**src/design/ffba_pkg.sv**
```systemverilog
// ----------------------------------------------------------------------------
// ffba_pkg
// Shared constants, payload types and controller/datapath interface types
// for the first-fit block allocator.
// ----------------------------------------------------------------------------
package ffba_pkg;

    localparam int POOL_UNITS   = 65536;
    localparam int HEADER_UNITS = 2;
    localparam int UNIT_BYTES   = 16;
    localparam int MIN_UNITS    = HEADER_UNITS + 1;
    localparam int BYTE_SHIFT   = 4;
    localparam int HDR_BYTES    = HEADER_UNITS * UNIT_BYTES;
    localparam int POOL_BYTES   = POOL_UNITS * UNIT_BYTES;

    localparam int IDX_W  = 16;            // unit index
    localparam int UNIT_W = IDX_W + 1;     // unit index or the pool end
    localparam int LANES  = 32;            // map bits per memory row
    localparam int LANE_W = 5;
    localparam int ROWS   = POOL_UNITS / LANES;
    localparam int ROW_W  = IDX_W - LANE_W;
    localparam int SIZE_W = 21;
    localparam int ADDR_W = 20;
    localparam int USED_W = 21;
    localparam int SUM_W  = SIZE_W + 1;
    localparam int NEED_W = SUM_W - BYTE_SHIFT;

    typedef enum logic [1:0] {
        OP_ALLOC  = 2'd0,
        OP_FREE   = 2'd1,
        OP_RESIZE = 2'd2,
        OP_NONE   = 2'd3
    } op_t;

    typedef enum logic [1:0] {
        ST_OK      = 2'd0,
        ST_NOSPACE = 2'd1,
        ST_NONE    = 2'd2
    } status_t;

    typedef struct packed {
        logic [1:0]        operation;
        logic [SIZE_W-1:0] size_bytes;
        logic              pointer_valid;
        logic [ADDR_W-1:0] address;
    } req_t;

    typedef struct packed {
        logic [ADDR_W-1:0] result_address;
        logic [1:0]        status;
        logic [USED_W-1:0] free_bytes;
        logic [USED_W-1:0] used_bytes;
    } rsp_t;

    typedef enum logic [4:0] {
        S_CLR, S_IDLE, S_DISPATCH, S_AL_FIRST, S_AL_CHK, S_AL_CLRB, S_AL_TAKE,
        S_LK_CHK, S_RS_CHK, S_FR_START, S_FR_NX, S_FR_MN, S_FR_PV, S_FR_PC,
        S_SF_STEP, S_SB_STEP, S_W_WR, S_DONE
    } state_t;

    typedef enum logic [4:0] {
        CMD_NONE, CMD_CLEAR, CMD_LATCH, CMD_LOOKUP_RD, CMD_AL_INIT, CMD_AL_FIRST,
        CMD_AL_NEXT, CMD_SCAN_FWD, CMD_SF_STEP, CMD_SCAN_BACK, CMD_SB_STEP,
        CMD_W_RD, CMD_W_WR, CMD_FREE_MARK, CMD_TAKE, CMD_FIT, CMD_NOSPACE, CMD_OUT
    } cmd_op_t;

    typedef enum logic [1:0] {
        SRC_B, SRC_FB, SRC_FOUND, SRC_SPLIT
    } src_t;

    typedef enum logic [1:0] {
        WK_SET_HF, WK_CLR_F, WK_SET_F, WK_CLR_HF
    } wkind_t;

    typedef struct packed {
        cmd_op_t op;
        src_t    src;
        wkind_t  kind;
        logic    idle;
    } cmd_t;

    typedef struct packed {
        logic [1:0] op;
        logic       size_zero;
        logic       ptr_valid;
        logic       addr_ok;
        logic       lookup_ok;
        logic       fits;
        logic       scan_done;
        logic       at_end;
        logic       fit;
        logic       split;
        logic       nx_free;
        logic       fb_zero;
        logic       found_free;
        logic       clr_last;
        logic       out_free;
        logic       in_valid;
    } stat_t;

endpackage

```
**src/design/ffba_ctrl.sv**
```systemverilog
// ----------------------------------------------------------------------------
// ffba_ctrl
// Sequencer for the allocator: clearing pass, request dispatch, first-fit
// walk, block split, free with merging of both neighbors.
// ----------------------------------------------------------------------------
module ffba_ctrl (
    input  logic            clk,
    input  logic            rst_n,
    input  ffba_pkg::stat_t st,
    output ffba_pkg::cmd_t  cmd
);

    ffba_pkg::state_t state_reg, state_next;
    ffba_pkg::state_t ret_reg, ret_next;

    always_ff @(posedge clk or negedge rst_n)
    begin
        if (!rst_n)
        begin
            state_reg <= ffba_pkg::S_CLR;
            ret_reg   <= ffba_pkg::S_IDLE;
        end
        else
        begin
            state_reg <= state_next;
            ret_reg   <= ret_next;
        end
    end

    always_comb
    begin
        cmd.op     = ffba_pkg::CMD_NONE;
        cmd.src    = ffba_pkg::SRC_B;
        cmd.kind   = ffba_pkg::WK_SET_F;
        cmd.idle   = 1'b0;
        state_next = state_reg;
        ret_next   = ret_reg;
        case (state_reg)
            ffba_pkg::S_CLR:
            begin
                cmd.op = ffba_pkg::CMD_CLEAR;
                if (st.clr_last)
                begin
                    state_next = ffba_pkg::S_IDLE;
                end
            end
            ffba_pkg::S_IDLE:
            begin
                cmd.idle = 1'b1;
                if (st.in_valid)
                begin
                    cmd.op     = ffba_pkg::CMD_LATCH;
                    state_next = ffba_pkg::S_DISPATCH;
                end
            end
            ffba_pkg::S_DISPATCH:
            begin
                state_next = ffba_pkg::S_DONE;
                case (st.op)
                    ffba_pkg::OP_ALLOC:
                    begin
                        if (!st.size_zero)
                        begin
                            cmd.op     = ffba_pkg::CMD_AL_INIT;
                            state_next = ffba_pkg::S_AL_FIRST;
                        end
                    end
                    ffba_pkg::OP_FREE:
                    begin
                        if (st.ptr_valid && st.addr_ok)
                        begin
                            cmd.op     = ffba_pkg::CMD_LOOKUP_RD;
                            state_next = ffba_pkg::S_LK_CHK;
                        end
                    end
                    ffba_pkg::OP_RESIZE:
                    begin
                        if (!st.ptr_valid)
                        begin
                            if (!st.size_zero)
                            begin
                                cmd.op     = ffba_pkg::CMD_AL_INIT;
                                state_next = ffba_pkg::S_AL_FIRST;
                            end
                        end
                        else if (st.addr_ok)
                        begin
                            cmd.op     = ffba_pkg::CMD_LOOKUP_RD;
                            state_next = ffba_pkg::S_LK_CHK;
                        end
                    end
                    default:
                    begin
                        state_next = ffba_pkg::S_DONE;
                    end
                endcase
            end
            ffba_pkg::S_AL_FIRST:
            begin
                cmd.op     = ffba_pkg::CMD_AL_FIRST;
                ret_next   = ffba_pkg::S_AL_CHK;
                state_next = ffba_pkg::S_SF_STEP;
            end
            ffba_pkg::S_SF_STEP:
            begin
                cmd.op = ffba_pkg::CMD_SF_STEP;
                if (st.scan_done)
                begin
                    state_next = ret_reg;
                end
            end
            ffba_pkg::S_SB_STEP:
            begin
                cmd.op = ffba_pkg::CMD_SB_STEP;
                if (st.scan_done)
                begin
                    state_next = ret_reg;
                end
            end
            ffba_pkg::S_AL_CHK:
            begin
                if (st.fit)
                begin
                    cmd.op     = ffba_pkg::CMD_W_RD;
                    state_next = ffba_pkg::S_W_WR;
                    if (st.split)
                    begin
                        cmd.src  = ffba_pkg::SRC_SPLIT;
                        cmd.kind = ffba_pkg::WK_SET_HF;
                        ret_next = ffba_pkg::S_AL_CLRB;
                    end
                    else
                    begin
                        cmd.src  = ffba_pkg::SRC_B;
                        cmd.kind = ffba_pkg::WK_CLR_F;
                        ret_next = ffba_pkg::S_AL_TAKE;
                    end
                end
                else if (st.at_end)
                begin
                    cmd.op     = ffba_pkg::CMD_NOSPACE;
                    state_next = ffba_pkg::S_DONE;
                end
                else
                begin
                    cmd.op     = ffba_pkg::CMD_AL_NEXT;
                    cmd.src    = ffba_pkg::SRC_FOUND;
                    ret_next   = ffba_pkg::S_AL_CHK;
                    state_next = ffba_pkg::S_SF_STEP;
                end
            end
            ffba_pkg::S_AL_CLRB:
            begin
                cmd.op     = ffba_pkg::CMD_W_RD;
                cmd.src    = ffba_pkg::SRC_B;
                cmd.kind   = ffba_pkg::WK_CLR_F;
                ret_next   = ffba_pkg::S_AL_TAKE;
                state_next = ffba_pkg::S_W_WR;
            end
            ffba_pkg::S_AL_TAKE:
            begin
                cmd.op = ffba_pkg::CMD_TAKE;
                // A resize that moved releases its old block afterwards.
                if (st.op == ffba_pkg::OP_RESIZE && st.ptr_valid)
                begin
                    state_next = ffba_pkg::S_FR_START;
                end
                else
                begin
                    state_next = ffba_pkg::S_DONE;
                end
            end
            ffba_pkg::S_W_WR:
            begin
                cmd.op     = ffba_pkg::CMD_W_WR;
                state_next = ret_reg;
            end
            ffba_pkg::S_LK_CHK:
            begin
                if (!st.lookup_ok)
                begin
                    state_next = ffba_pkg::S_DONE;
                end
                else if (st.op == ffba_pkg::OP_FREE || st.size_zero)
                begin
                    state_next = ffba_pkg::S_FR_START;
                end
                else
                begin
                    cmd.op     = ffba_pkg::CMD_SCAN_FWD;
                    cmd.src    = ffba_pkg::SRC_FB;
                    ret_next   = ffba_pkg::S_RS_CHK;
                    state_next = ffba_pkg::S_SF_STEP;
                end
            end
            ffba_pkg::S_RS_CHK:
            begin
                if (st.fits)
                begin
                    cmd.op     = ffba_pkg::CMD_FIT;
                    state_next = ffba_pkg::S_DONE;
                end
                else
                begin
                    cmd.op     = ffba_pkg::CMD_AL_INIT;
                    state_next = ffba_pkg::S_AL_FIRST;
                end
            end
            ffba_pkg::S_FR_START:
            begin
                cmd.op     = ffba_pkg::CMD_SCAN_FWD;
                cmd.src    = ffba_pkg::SRC_FB;
                ret_next   = ffba_pkg::S_FR_NX;
                state_next = ffba_pkg::S_SF_STEP;
            end
            ffba_pkg::S_FR_NX:
            begin
                cmd.op     = ffba_pkg::CMD_FREE_MARK;
                cmd.src    = ffba_pkg::SRC_FB;
                cmd.kind   = ffba_pkg::WK_SET_F;
                ret_next   = ffba_pkg::S_FR_MN;
                state_next = ffba_pkg::S_W_WR;
            end
            ffba_pkg::S_FR_MN:
            begin
                if (st.nx_free)
                begin
                    cmd.op     = ffba_pkg::CMD_W_RD;
                    cmd.src    = ffba_pkg::SRC_FOUND;
                    cmd.kind   = ffba_pkg::WK_CLR_HF;
                    ret_next   = ffba_pkg::S_FR_PV;
                    state_next = ffba_pkg::S_W_WR;
                end
                else
                begin
                    state_next = ffba_pkg::S_FR_PV;
                end
            end
            ffba_pkg::S_FR_PV:
            begin
                if (st.fb_zero)
                begin
                    state_next = ffba_pkg::S_DONE;
                end
                else
                begin
                    cmd.op     = ffba_pkg::CMD_SCAN_BACK;
                    ret_next   = ffba_pkg::S_FR_PC;
                    state_next = ffba_pkg::S_SB_STEP;
                end
            end
            ffba_pkg::S_FR_PC:
            begin
                if (st.found_free)
                begin
                    cmd.op     = ffba_pkg::CMD_W_RD;
                    cmd.src    = ffba_pkg::SRC_FB;
                    cmd.kind   = ffba_pkg::WK_CLR_HF;
                    ret_next   = ffba_pkg::S_DONE;
                    state_next = ffba_pkg::S_W_WR;
                end
                else
                begin
                    state_next = ffba_pkg::S_DONE;
                end
            end
            ffba_pkg::S_DONE:
            begin
                cmd.op = ffba_pkg::CMD_OUT;
                if (st.out_free)
                begin
                    state_next = ffba_pkg::S_IDLE;
                end
            end
            default:
            begin
                state_next = ffba_pkg::S_IDLE;
            end
        endcase
    end

`ifndef ASSERT_OFF
    // Every map write outside the clearing pass is the second half of a read-modify-write.
    a_wr_after_rd: assert property (@(posedge clk) disable iff (!rst_n)
        state_reg == ffba_pkg::S_W_WR |->
            $past(cmd.op == ffba_pkg::CMD_W_RD || cmd.op == ffba_pkg::CMD_FREE_MARK))
        else $error("map write without a preceding row read");

    a_clear_done: assert property (@(posedge clk) disable iff (!rst_n)
        state_reg == ffba_pkg::S_CLR && !st.clr_last |=> state_reg == ffba_pkg::S_CLR)
        else $error("clearing pass left early");
`endif

endmodule

```
**config.mk**
```make
export PLATFORM = sky130hd
export DESIGN_NAME = ffba_ctrl
export DESIGN_NICKNAME = d
export VERILOG_FILES = /design/src/design/ffba_pkg.sv /design/src/design/ffba_ctrl.sv
export SDC_FILE = /design/constraint.sdc
export NUM_CORES = 1
export LEC_CHECK = 0
export ABC_AREA = 1
export BUFFER_PORTS_ARGS = -buffer_cell sky130_fd_sc_hd__buf_2
export CAP_MARGIN = 20
export CORE_UTILIZATION = 49
export DETAILED_ROUTE_END_ITERATION = 12
export PLACE_DENSITY = 0.76
export SETUP_SLACK_MARGIN = 0.2
export SYNTH_ARGS = -nofsm -noshare
export SYNTH_HDL_FRONTEND = slang
export SYNTH_SLANG_ARGS = --single-unit
```
**constraint.sdc**
```tcl
create_clock -name clk -period 1.6 [get_ports clk]
set_clock_uncertainty 0.1 [all_clocks]
set_input_delay 0.08 -clock clk [delete_from_list [all_inputs] [get_ports clk]]
set_output_delay 0.08 -clock clk [all_outputs]
set_load 0.02 [all_outputs]
```
==> impl_metrics.toml, run 1 <==
[placed_design]
place_hpwl_mm = 3.91
gp_congestion = 1.01
place_area_um2 = 1840
place.port_buffers = 28

[yosys]
synthFlopType = "dfrtp_1"
netlist_area_um2 = 1310
post-synth-top-count-cell = "nand2_1"
ys_top_cells_by_area = "nand2_1 (25%), dfrtp_1 (17%), nand3_1 (12%)"
yosys_warnings = 0
synth_top_area_share_pct = 24.9
ys_ff_latch = 10
yosysTopAreaCell = "nand2_1"
synthArstFlopShare_pct = 100
syn_inst = 240
syn_avg_cell_area_um2 = 5.46
synth_nets = 259
yosysSeqAreaShare_pct = 19.2
synth_edf_count = 0
synth.top_cells.by_count = "nand2_1 (87), nor2_1 (34), nand3_1 (32)"
ys_types = 23

[global_routing]
grt_start_max_net_pins = 11
grt_remaining_overflow = 109
grtUsageTotal_pct = 79.7

[sta]
worst_endpoint = "cmd[1]"
worstEpCategory = "output port"

[die]
io_pins = 29
placementRows = 18
die_h_um = 53.7
initial_core_util_pct = 52.5
die_w_um = 53.7

[status]
failed_stage = "global routing (5_1_grt)"
stop_error = "[ERROR GRT-0232] Routing congestion too high. Check the congestion heatmap in the GUI."
status = "did not finish"

[clocking]
clock-root-buffer = "clkbuf_4"
htreeDepth = 1
cts_buffers = 3
cts_buffer_depth = 2
numClockSinks = 10
## stage by stage
step | instances | setup WS [ps] | hold WS [ps]
3_3_place_gp | 336 | -225 | -153
2_1_floorplan | 240 | -21.7 | -316
4_1_cts | 355 | -323 | 57.4
3_5_place_dp | 336 | -244 | -148
## timing repair
action	CTS
endpoints found under the hold margin	10
endpoints found under the setup margin	20
pin swaps	13
gates resized for setup	45
buffers inserted	14
hold buffers	1
## cells by family after synthesis
family / synth area share [%]
AO/OA/AOI/OAI: 6.97
buffers and inverters: 10.7
flip-flops: 19.2
AND/OR/NAND/NOR: 63.2
## routing by layer
layer / GRT usage (%) / GRT overflow
met1: 73.5 / 0
met2: 108 / 62
met3: 45.8 / 0
met4: 104 / 47
met5: 6.25 / 0
==> run 2, diff against run 1 <==
--- a/config.mk
+++ b/config.mk
@@ -8,10 +8,10 @@
 export ABC_AREA = 1
 export BUFFER_PORTS_ARGS = -buffer_cell sky130_fd_sc_hd__buf_2
 export CAP_MARGIN = 20
-export CORE_UTILIZATION = 49
+export CORE_AREA = 2 2 63 65
 export DETAILED_ROUTE_END_ITERATION = 12
-export PLACE_DENSITY = 0.76
-export SETUP_SLACK_MARGIN = 0.2
+export DIE_AREA = 0 0 65 67
+export PLACE_DENSITY_LB_ADDON = 0.15
 export SYNTH_ARGS = -nofsm -noshare
 export SYNTH_HDL_FRONTEND = slang
 export SYNTH_SLANG_ARGS = --single-unit
==> constraint.sdc (replaced) <==
create_clock -name clk -period 2.1 [get_ports clk]
set_clock_uncertainty 0.1 [all_clocks]
set_input_delay 0.105 -clock clk [delete_from_list [all_inputs] [get_ports clk]]
set_output_delay 0.105 -clock clk [all_outputs]
set_load 0.02 [all_outputs]
==> run 2 against run 1 <==
The run now ends clean. Area after synthesis is the same. Synthesized cell count is the same.
==> impl_metrics.toml, run 2 <==
[global_routing]
grtUsageTotal_pct = 21.9
grt_start_max_net_pins = 11
grt_pass1_vias = 1601
grt_remaining_overflow = 0
grt_antenna_before_repair = 0
grt_pass1_wl_mm = 7.23

[final_layout]
nets = 296
syn_to_final_growth_pct = 23.6
stdcell_count = 324
nFillCells = 410
mostFrequentLayoutCells = "nand2_1 (86), nand3_1 (32), nor2_1 (32), buf_2 (28), inv_1 (26)"
drive_above_1_share_pct = 23.9
diodes = 0
layout_commonest_cell = "nand2_1"

[setup_path]
setup.worst_path.class = "reg -> out"
end_kind = "output pin"
r2r_cells = 10
cp_common_cell = "nand2_1"
cp_cell_sequence = "nor2_4, inv_1, nor2_1, nand2_1, nand2_1, nor3_1, nand3_1, buf_2"
critPathArrivalTime_ps = 1790
crit_slowest_cell = "dfrtp_2"
start_kind = "flip-flop"
crit_family = "simple AND/OR/NAND/NOR gates"
rrSetupSlack_ps = 280
r2r-end = "state_reg[1]"
path_depth = 8
timing.rr.start = "state_reg[0]"
path_buf_inv = 2
critPathRequiredTime_ps = 1890
path_max_fanout = 8
cpPeakStageDelay_ps = 470
cp-startpoint = "state_reg[0]"

[placed_design]
place.port_buffers = 28
place_hpwl_mm = 3.69
dp.cells = 315
gp_congestion = 0.995
dpl_worst_slack_ps = 262

[yosys]
syn_inst = 240
synthFlopType = "dfrtp_1"
yosysSeqAreaShare_pct = 19.2
syn_avg_cell_area_um2 = 5.46
synth.top_cells.by_count = "nand2_1 (87), nor2_1 (34), nand3_1 (32)"
synth_edf_count = 0
yosysTopAreaCell = "nand2_1"
post-synth-top-count-cell = "nand2_1"
ys_types = 23
synth_nets = 259
synthArstFlopShare_pct = 100
yosys_warnings = 0
ys_ff_latch = 10
netlist_area_um2 = 1310
synth_top_area_share_pct = 24.9
ys_top_cells_by_area = "nand2_1 (25%), dfrtp_1 (17%), nand3_1 (12%)"

[sta]
fin_ws_ps = 109
slew_headroom_pct = 77.0
fmax_ghz = 0.502
fin_crit_ps = 1990
setup_tns_ps = 0
rsz0062_at_grt = "no"
setup_viol_count_final = 0
worstMarginPinSlew_ps = 343
period_share_pct = 94.8
finalHoldViolations = 0
finalMaxSlewViolations = 0

[clocking]
cts_buffers = 3
htreeDepth = 1
cts_tree = "built"
clkLatencyLatePin_ps = 230
numClockSinks = 10
cts_buffer_depth = 2
clock-root-buffer = "clkbuf_8"
path_clk_slew_ps = 50

[worst_hold_path]
min_path_type = "in -> reg"
hold_depth = 4
hold_path_end = "state_reg[4]"
min-delay-start = "st[1]"

[die]
initial_core_util_pct = 36.4
die_h_um = 67
placementRows = 22
dieArea_um2 = 4360
core_um2 = 3610
die_w_um = 65
io_pins = 29

[route]
routed-via-count = 1702
postRouteWirelength_mm = 4.49
wl_per_cell_um = 13.9
drc = 0
firstDrtPassIters = 5
via_per_inst = 5.25
drt-initial-drc-count = 132
ant_nets = 0

[power_and_ir_drop]
ir_drop_mv = 0.515
p_int_mw = 0.834
power_density_nw_per_um2 = 1140
switching_share_pct = 55.0
p_switching_mw = 1.02
cellLeakagePower_nw = 0.987
power.clock.fraction_pct = 10.9
comb_power_share_pct = 68.8
p_seq_share_pct = 20.4

[status]
status = "complete, no violations"

[job]
maxCapViolCount = 0
[run 2: worst max path at each step]
stage                     slack [ps]     end
after floorplan                  390  cmd[5]
after global placement           250  cmd[5]
after detailed placement         260  cmd[5]
after CTS                          2  cmd[5]
after global routing               8  cmd[6]
final                            110  cmd[6]
[run 2: area by class of cell]
type | instances | area (um2) | share of cell area, %
Clock buffer | 4 | 45.0 | 2.78
Multi-Input combinational cell | 198 | 948 | 58.5
Timing Repair Buffer | 35 | 195 | 12.0
Tap cell | 48 | 60.1 | 3.71
Inverter | 29 | 114 | 7.03
Sequential cell | 10 | 258 | 15.9
[run 2: cell families (layout without fill, tap and decap cells)]
group	Yosys count	in the layout	share of synthesized area [%]
and+or+nand+nor	182	182	63.2
buffers and inverters	32	68	10.7
AOI/OAI and AO/OA	16	16	6.97
DFF	10	10	19.2
[run 2: layer usage]
layer	GRT usage [%]	share of wire, %
met1	28.4	43
met2	36.0	45
met3	3.55	7.6
met4	9.04	4.0
met5	0	0
[run 2: power groups by stage]
| stage | clock (mW) | combinational, mW | sequential [mW] |
|---|---|---|---|
| final | 0.202 | 1.28 | 0.378 |
| after global routing | 0.232 | 1.41 | 0.387 |
| after CTS | 0.210 | 1.16 | 0.373 |
| after detailed placement | 0 | 1.15 | 0.375 |
| after global placement | 0 | 1.17 | 0.378 |
| after floorplan | 0 | 0.925 | 0.297 |
[run 2: repair_timing]
item,in CTS,in global routing
resized for setup,0,12
hold buffers,1,0
buffers inserted,0,4
endpoints found under the hold margin,10,0
setup endpoints to repair,0,6
[run 2: tightest hold or removal path: stages]
cell     delay, ps
buf_2           70
nor2_1          30
inv_1           50
nand2_1         50
[run 2: stage by stage]
step	power (mW)	util (%)	hold WS, ps	cell area, um2
final	1.85	44.9	17.7	1620
after global routing	2.03	44.9	29.3	1620
after CTS	1.74	43.1	18.7	1560
after detailed placement	1.53	41.6	-120	1500
after global placement	1.55	41.6	-120	1500
after floorplan	1.22	-	-291	1310
Note: power is estimated with default switching activity, not from simulation.
==> run 3, diff against run 2 <==
--- a/config.mk
+++ b/config.mk
@@ -8,9 +8,11 @@
 export ABC_AREA = 1
 export BUFFER_PORTS_ARGS = -buffer_cell sky130_fd_sc_hd__buf_2
 export CAP_MARGIN = 20
-export CORE_AREA = 2 2 63 65
+export CELL_PAD_IN_SITES_DETAIL_PLACEMENT = 0
+export CELL_PAD_IN_SITES_GLOBAL_PLACEMENT = 1
+export CORE_MARGIN = 2
+export CORE_UTILIZATION = 36
 export DETAILED_ROUTE_END_ITERATION = 12
-export DIE_AREA = 0 0 65 67
 export PLACE_DENSITY_LB_ADDON = 0.15
 export SYNTH_ARGS = -nofsm -noshare
 export SYNTH_HDL_FRONTEND = slang
==> constraint.sdc (replaced) <==
create_clock -name clk -period 2.1 [get_ports clk]
set_clock_uncertainty 0.1 [all_clocks]
set_input_delay 0.105 -clock clk [delete_from_list [all_inputs] [get_ports clk]]
set_output_delay 0.105 -clock clk [all_outputs]
set_load 0.1 [all_outputs]
==> run 3 against run 2 <==
Via count is 1.2% lower. Final cell count is 2.2% higher. Sequential share of layout area is 2.1 points lower. Largest power group unchanged.
==> impl_metrics.toml, run 3 (same netlist as run 2, synthesis figures left out) <==
[status]
status = "complete, no violations"

[global_routing]
grtUsageTotal_pct = 24.8
grt_antenna_before_repair = 0
grt_remaining_overflow = 0
grt_pass1_wl_mm = 7.86
grt_pass1_vias = 1675
grt_start_max_net_pins = 11

[clocking]
htreeDepth = 1
clock-root-buffer = "clkbuf_4"
cts_buffer_depth = 2
path_clk_slew_ps = 70
clkLatencyLatePin_ps = 280
cts_tree = "built"
cts_buffers = 3
numClockSinks = 10

[sta]
rsz0062_at_grt = "yes"
fin_ws_ps = 10.7
period_share_pct = 99.5
fin_crit_ps = 2090
finalHoldViolations = 0
setup_viol_count_final = 0
finalMaxSlewViolations = 0
worstMarginPinSlew_ps = 491
fmax_ghz = 0.479
slew_headroom_pct = 67.5

[route]
drc = 0
via_per_inst = 5.08
wl_per_cell_um = 14.5
ant_nets = 0
drt-initial-drc-count = 128
routed-via-count = 1681
firstDrtPassIters = 5
postRouteWirelength_mm = 4.82

[job]
maxCapViolCount = 0

[final_layout]
mostFrequentLayoutCells = "nand2_1 (83), nand3_1 (31), nor2_1 (29), inv_1 (23), buf_2 (20)"
syn_to_final_growth_pct = 42.4
diodes = 0
layout_commonest_cell = "nand2_1"
design_area_um2 = 1870
stdcell_count = 331
drive_above_1_share_pct = 30.9
nets = 305

[die]
io_pins = 29
dieArea_um2 = 4140
die_w_um = 64.4
placementRows = 21
die_h_um = 64.4
initial_core_util_pct = 38.4
core_um2 = 3420

[placed_design]
gp_congestion = 0.929
place_hpwl_mm = 3.87
dp.cells = 316
place.port_buffers = 28
place_area_um2 = 1690
dpl_worst_slack_ps = 123

[setup_path]
cp_cell_sequence = "nor2_4, inv_1, nor2_2, nand2_1, nand2_1, nand3b_1, buf_12"
critPathRequiredTime_ps = 1890
setup.worst_path.class = "reg -> out"
crit_family = "simple AND/OR/NAND/NOR gates"
crit_slowest_cell = "dfrtp_2"
start_kind = "flip-flop"
path_buf_inv = 2
cp_common_cell = "nand2_1"
critPathArrivalTime_ps = 1880
path_max_fanout = 7
end_kind = "output pin"
cpPeakStageDelay_ps = 490

[power_and_ir_drop]
cellLeakagePower_nw = 1.06
p_seq_share_pct = 13.7
switching_share_pct = 60.1
power.clock.fraction_pct = 6.4
p_int_mw = 1.12
comb_power_share_pct = 79.8
p_switching_mw = 1.68
power_density_nw_per_um2 = 1500
ir_drop_mv = 0.852
power.total_mw = 2.80

[worst_hold_path]
min_path_type = "in -> reg"
run 3: changes by cell type in the layout (fill, tap and decap cells not counted), moves of 3 or more:
cell | before | now
buf_4 | 6 | 14
buf_12 | 0 | 8
nand2_1 | 86 | 83
inv_1 | 26 | 23
nand2_2 | 1 | 4
nor2_1 | 32 | 29
clkbuf_4 | 0 | 3
buf_2 | 28 | 20
run 3: worst min-delay path, stage by stage:
cell,delay (ps)
buf_2,70
or2_4,120
nand2_1,50
run 3: path summary, 6_finish.rpt:
check	from	to	slack, ps	cells after the start
min in group asynchronous	rst_n	state_reg[0]	120	2
max in group asynchronous	rst_n	ret_reg[0]	1530	2
setup reg to reg	state_reg[0]	state_reg[1]	300	10
hold / removal	st[9]	state_reg[1]	0.4	3
hold reg to reg	ret_reg[0]	ret_reg[0]	370	2
setup / recovery	state_reg[0]	cmd[5]	10	7
run 3: layout make-up:
| class | count | area, um2 |
|---|---|---|
| inverter | 29 | 125 |
| multi-input combinational | 198 | 1000 |
| sequential | 10 | 258 |
| timing repair buffer | 44 | 385 |
| clock buffer | 4 | 36.3 |
| fill | 391 | 1550 |
| tap | 46 | 57.6 |
run 3: metal layers:
metal	wire [um]	GRT usage [%]	vias to the layer above
li1	-	-	857
met1	2110	30.9	725
met2	2170	42.7	77
met3	360	4.93	22
met4	167	8.24	0
met5	0	0	-
run 3: per-stage QoR:
stage | hold WS, ps | util, % | TNS, ps
2_1_floorplan | -291 | - | -1150
3_3_place_gp | -123 | 49.5 | 0
3_5_place_dp | -122 | 49.5 | 0
4_1_cts | 0.697 | 52.3 | -49.8
5_1_grt | 17.2 | 54.7 | -142
6_report | 0.391 | 54.7 | 0
run 3: repair_timing:
item | 4_1_cts | 5_1_grt
setup buffers | 3 | 6
pin swaps | 1 | 6
endpoints found under the hold margin | 11 | 0
resized for setup | 7 | 13
gates cloned | 0 | 0
setup endpoints to repair | 8 | 7
hold buffers | 2 | 0
run 3: power groups by stage:
stage | clock network (mW) | registers, mW | logic (mW)
floorplan | 0 | 0.301 | 1.54
global placement | 0 | 0.384 | 2.08
detailed placement | 0 | 0.386 | 2.06
CTS | 0.182 | 0.383 | 2.12
global route | 0.196 | 0.390 | 2.42
finish | 0.181 | 0.384 | 2.24
==> run 4, diff against run 3 <==
--- a/config.mk
+++ b/config.mk
@@ -13,7 +13,8 @@
 export CORE_MARGIN = 2
 export CORE_UTILIZATION = 36
 export DETAILED_ROUTE_END_ITERATION = 12
-export PLACE_DENSITY_LB_ADDON = 0.15
+export PLACE_DENSITY = 0.8
+export REMOVE_ABC_BUFFERS = 1
 export SYNTH_ARGS = -nofsm -noshare
 export SYNTH_HDL_FRONTEND = slang
 export SYNTH_SLANG_ARGS = --single-unit
==> run 4 against run 3 <==
Combinational power hardly changed. Total power is 0.88% lower. Clock-buffer cell count stayed put. Register-to-register slack hardly changed. Maximum frequency is 1.9% higher. Critical endpoint unchanged. First-iteration DRC count is 3.1% lower. Setup slack better by 38 ps. Worst hold slack better by 21 ps. Design area is 1.0% lower. Sequential share of layout area is 0.14 points higher. Highest routed layer unchanged.
==> impl_metrics.toml, run 4 (same netlist as run 2, synthesis figures left out) <==
[setup_path]
cpPeakStageDelay_ps = 510
cp_cell_sequence = "nor2_4, nand3_4, o21ai_4, nand2_1, nor3_2, nand3b_1, buf_12"
critPathRequiredTime_ps = 1890
end_kind = "output pin"
crit_slowest_cell = "dfrtp_2"
setup.worst_path.class = "reg -> out"
start_kind = "flip-flop"
critPathArrivalTime_ps = 1850
path_max_fanout = 8

[clocking]
cts_buffer_depth = 2
path_clk_slew_ps = 70
cts_tree = "built"
clkLatencyLatePin_ps = 270
clock-root-buffer = "clkbuf_4"
cts_buffers = 3
htreeDepth = 1
numClockSinks = 10

[sta]
period_share_pct = 97.7
setup_viol_count_final = 0
slew_headroom_pct = 79.9
rsz0062_at_grt = "yes"
timing.hold.ws_ps = 21.8
fin_crit_ps = 2050
finalMaxSlewViolations = 0
finalHoldViolations = 0
worstMarginPinSlew_ps = 303
fmax_ghz = 0.488

[route]
routed-via-count = 1705
drc = 0
firstDrtPassIters = 5
wl_per_cell_um = 13.8
postRouteWirelength_mm = 4.50
via_per_inst = 5.21
drt-initial-drc-count = 124
ant_nets = 0

[placed_design]
dp.cells = 316
gp_congestion = 0.975
place_hpwl_mm = 3.71
place.port_buffers = 28

[global_routing]
grt_remaining_overflow = 0
grtUsageTotal_pct = 23.1
grt_start_max_net_pins = 11
grt_pass1_vias = 1622
grt_pass1_wl_mm = 7.47
grt_antenna_before_repair = 0

[power_and_ir_drop]
power_density_nw_per_um2 = 1500
comb_power_share_pct = 80.1
power.clock.fraction_pct = 6.2
cellLeakagePower_nw = 1.05
p_switching_mw = 1.65
switching_share_pct = 59.6
p_int_mw = 1.12
p_seq_share_pct = 13.7
ir_drop_mv = 1.05

[die]
initial_core_util_pct = 38.4
dieArea_um2 = 4140
die_w_um = 64.4
io_pins = 29
placementRows = 21
die_h_um = 64.4
core_um2 = 3420

[final_layout]
diodes = 0
fin_util_pct = 54.1
drive_above_1_share_pct = 29.9
stdcell_count = 327
multi_input_area_um2 = 1010
mostFrequentLayoutCells = "nand2_1 (83), nand3_1 (31), nor2_1 (28), inv_1 (24), buf_2 (18)"
syn_to_final_growth_pct = 40.9
layout_commonest_cell = "nand2_1"
seqCellArea_um2 = 258
nets = 301
nFillCells = 353

[worst_hold_path]
min_path_type = "in -> reg"

[status]
status = "complete, no violations"

[job]
maxCapViolCount = 0
[run 4: layer usage]
layer  vias up  wire (um)  GRT usage [%]
met5         -          0              0
met1       747       1930           29.9
met3        17        313           3.17
met4         0        172           8.51
li1        863          -              -
met2        78       2090           39.1
[run 4: power by group through the flow]
stage | registers (mW) | logic (mW) | clock network [mW]
final | 0.380 | 2.22 | 0.173
after floorplan | 0.351 | 1.37 | 0
after CTS | 0.364 | 2.12 | 0.178
after global placement | 0.368 | 2.06 | 0
after global routing | 0.387 | 2.38 | 0.192
after detailed placement | 0.370 | 2.05 | 0
[run 4: repair_timing]
item | in CTS | in global routing
hold buffers | 2 | 0
endpoints found under the setup margin | 6 | 7
buffers inserted | 3 | 2
pin swaps | 1 | 6
gates resized for setup | 9 | 21
endpoints found under the hold margin | 11 | 0
[run 4: area by class of cell]
type,instances,share of cell area [%]
clock buffer,4,1.96
multi-input combinational,198,54.6
sequential,10,13.9
timing repair buffer,40,20.2
inverter,29,6.16
tap,46,3.11
[run 4: worst paths after layout]
| path | startpoint | endpoint | slack, ps | depth (start not counted) |
|---|---|---|---|---|
| worst min-delay path | st[9] | state_reg[1] | 20 | 3 |
| worst max-delay path | state_reg[1] | cmd[5] | 50 | 7 |
| worst max register to register | state_reg[1] | state_reg[1] | 300 | 10 |
| min in group asynchronous | rst_n | state_reg[3] | 130 | 2 |
| max in group asynchronous | rst_n | ret_reg[0] | 1510 | 2 |
| worst min register to register | ret_reg[0] | ret_reg[0] | 360 | 2 |
[run 4: through the flow]
| stage | worst slack (ps) | setup TNS (ps) | power (mW) | instance area [um2] |
|---|---|---|---|---|
| floorplan | -976 | -3190 | 1.73 | 1280 |
| global placement | 32.3 | 0 | 2.43 | 1660 |
| detailed placement | 85.4 | 0 | 2.42 | 1660 |
| CTS | 7.26 | 0 | 2.67 | 1760 |
| global route | -40.1 | -101 | 2.96 | 1850 |
| finish | 48.7 | 0 | 2.78 | 1850 |
[run 4: critical path, delay by kind of cell, from the launching register on]
family / cells / cell delay [ps]
buffers and inverters: 1 / 190
and+or+nand+nor: 5 / 640
AOI/OAI and AO/OA: 1 / 240
DFF: 1 / 510
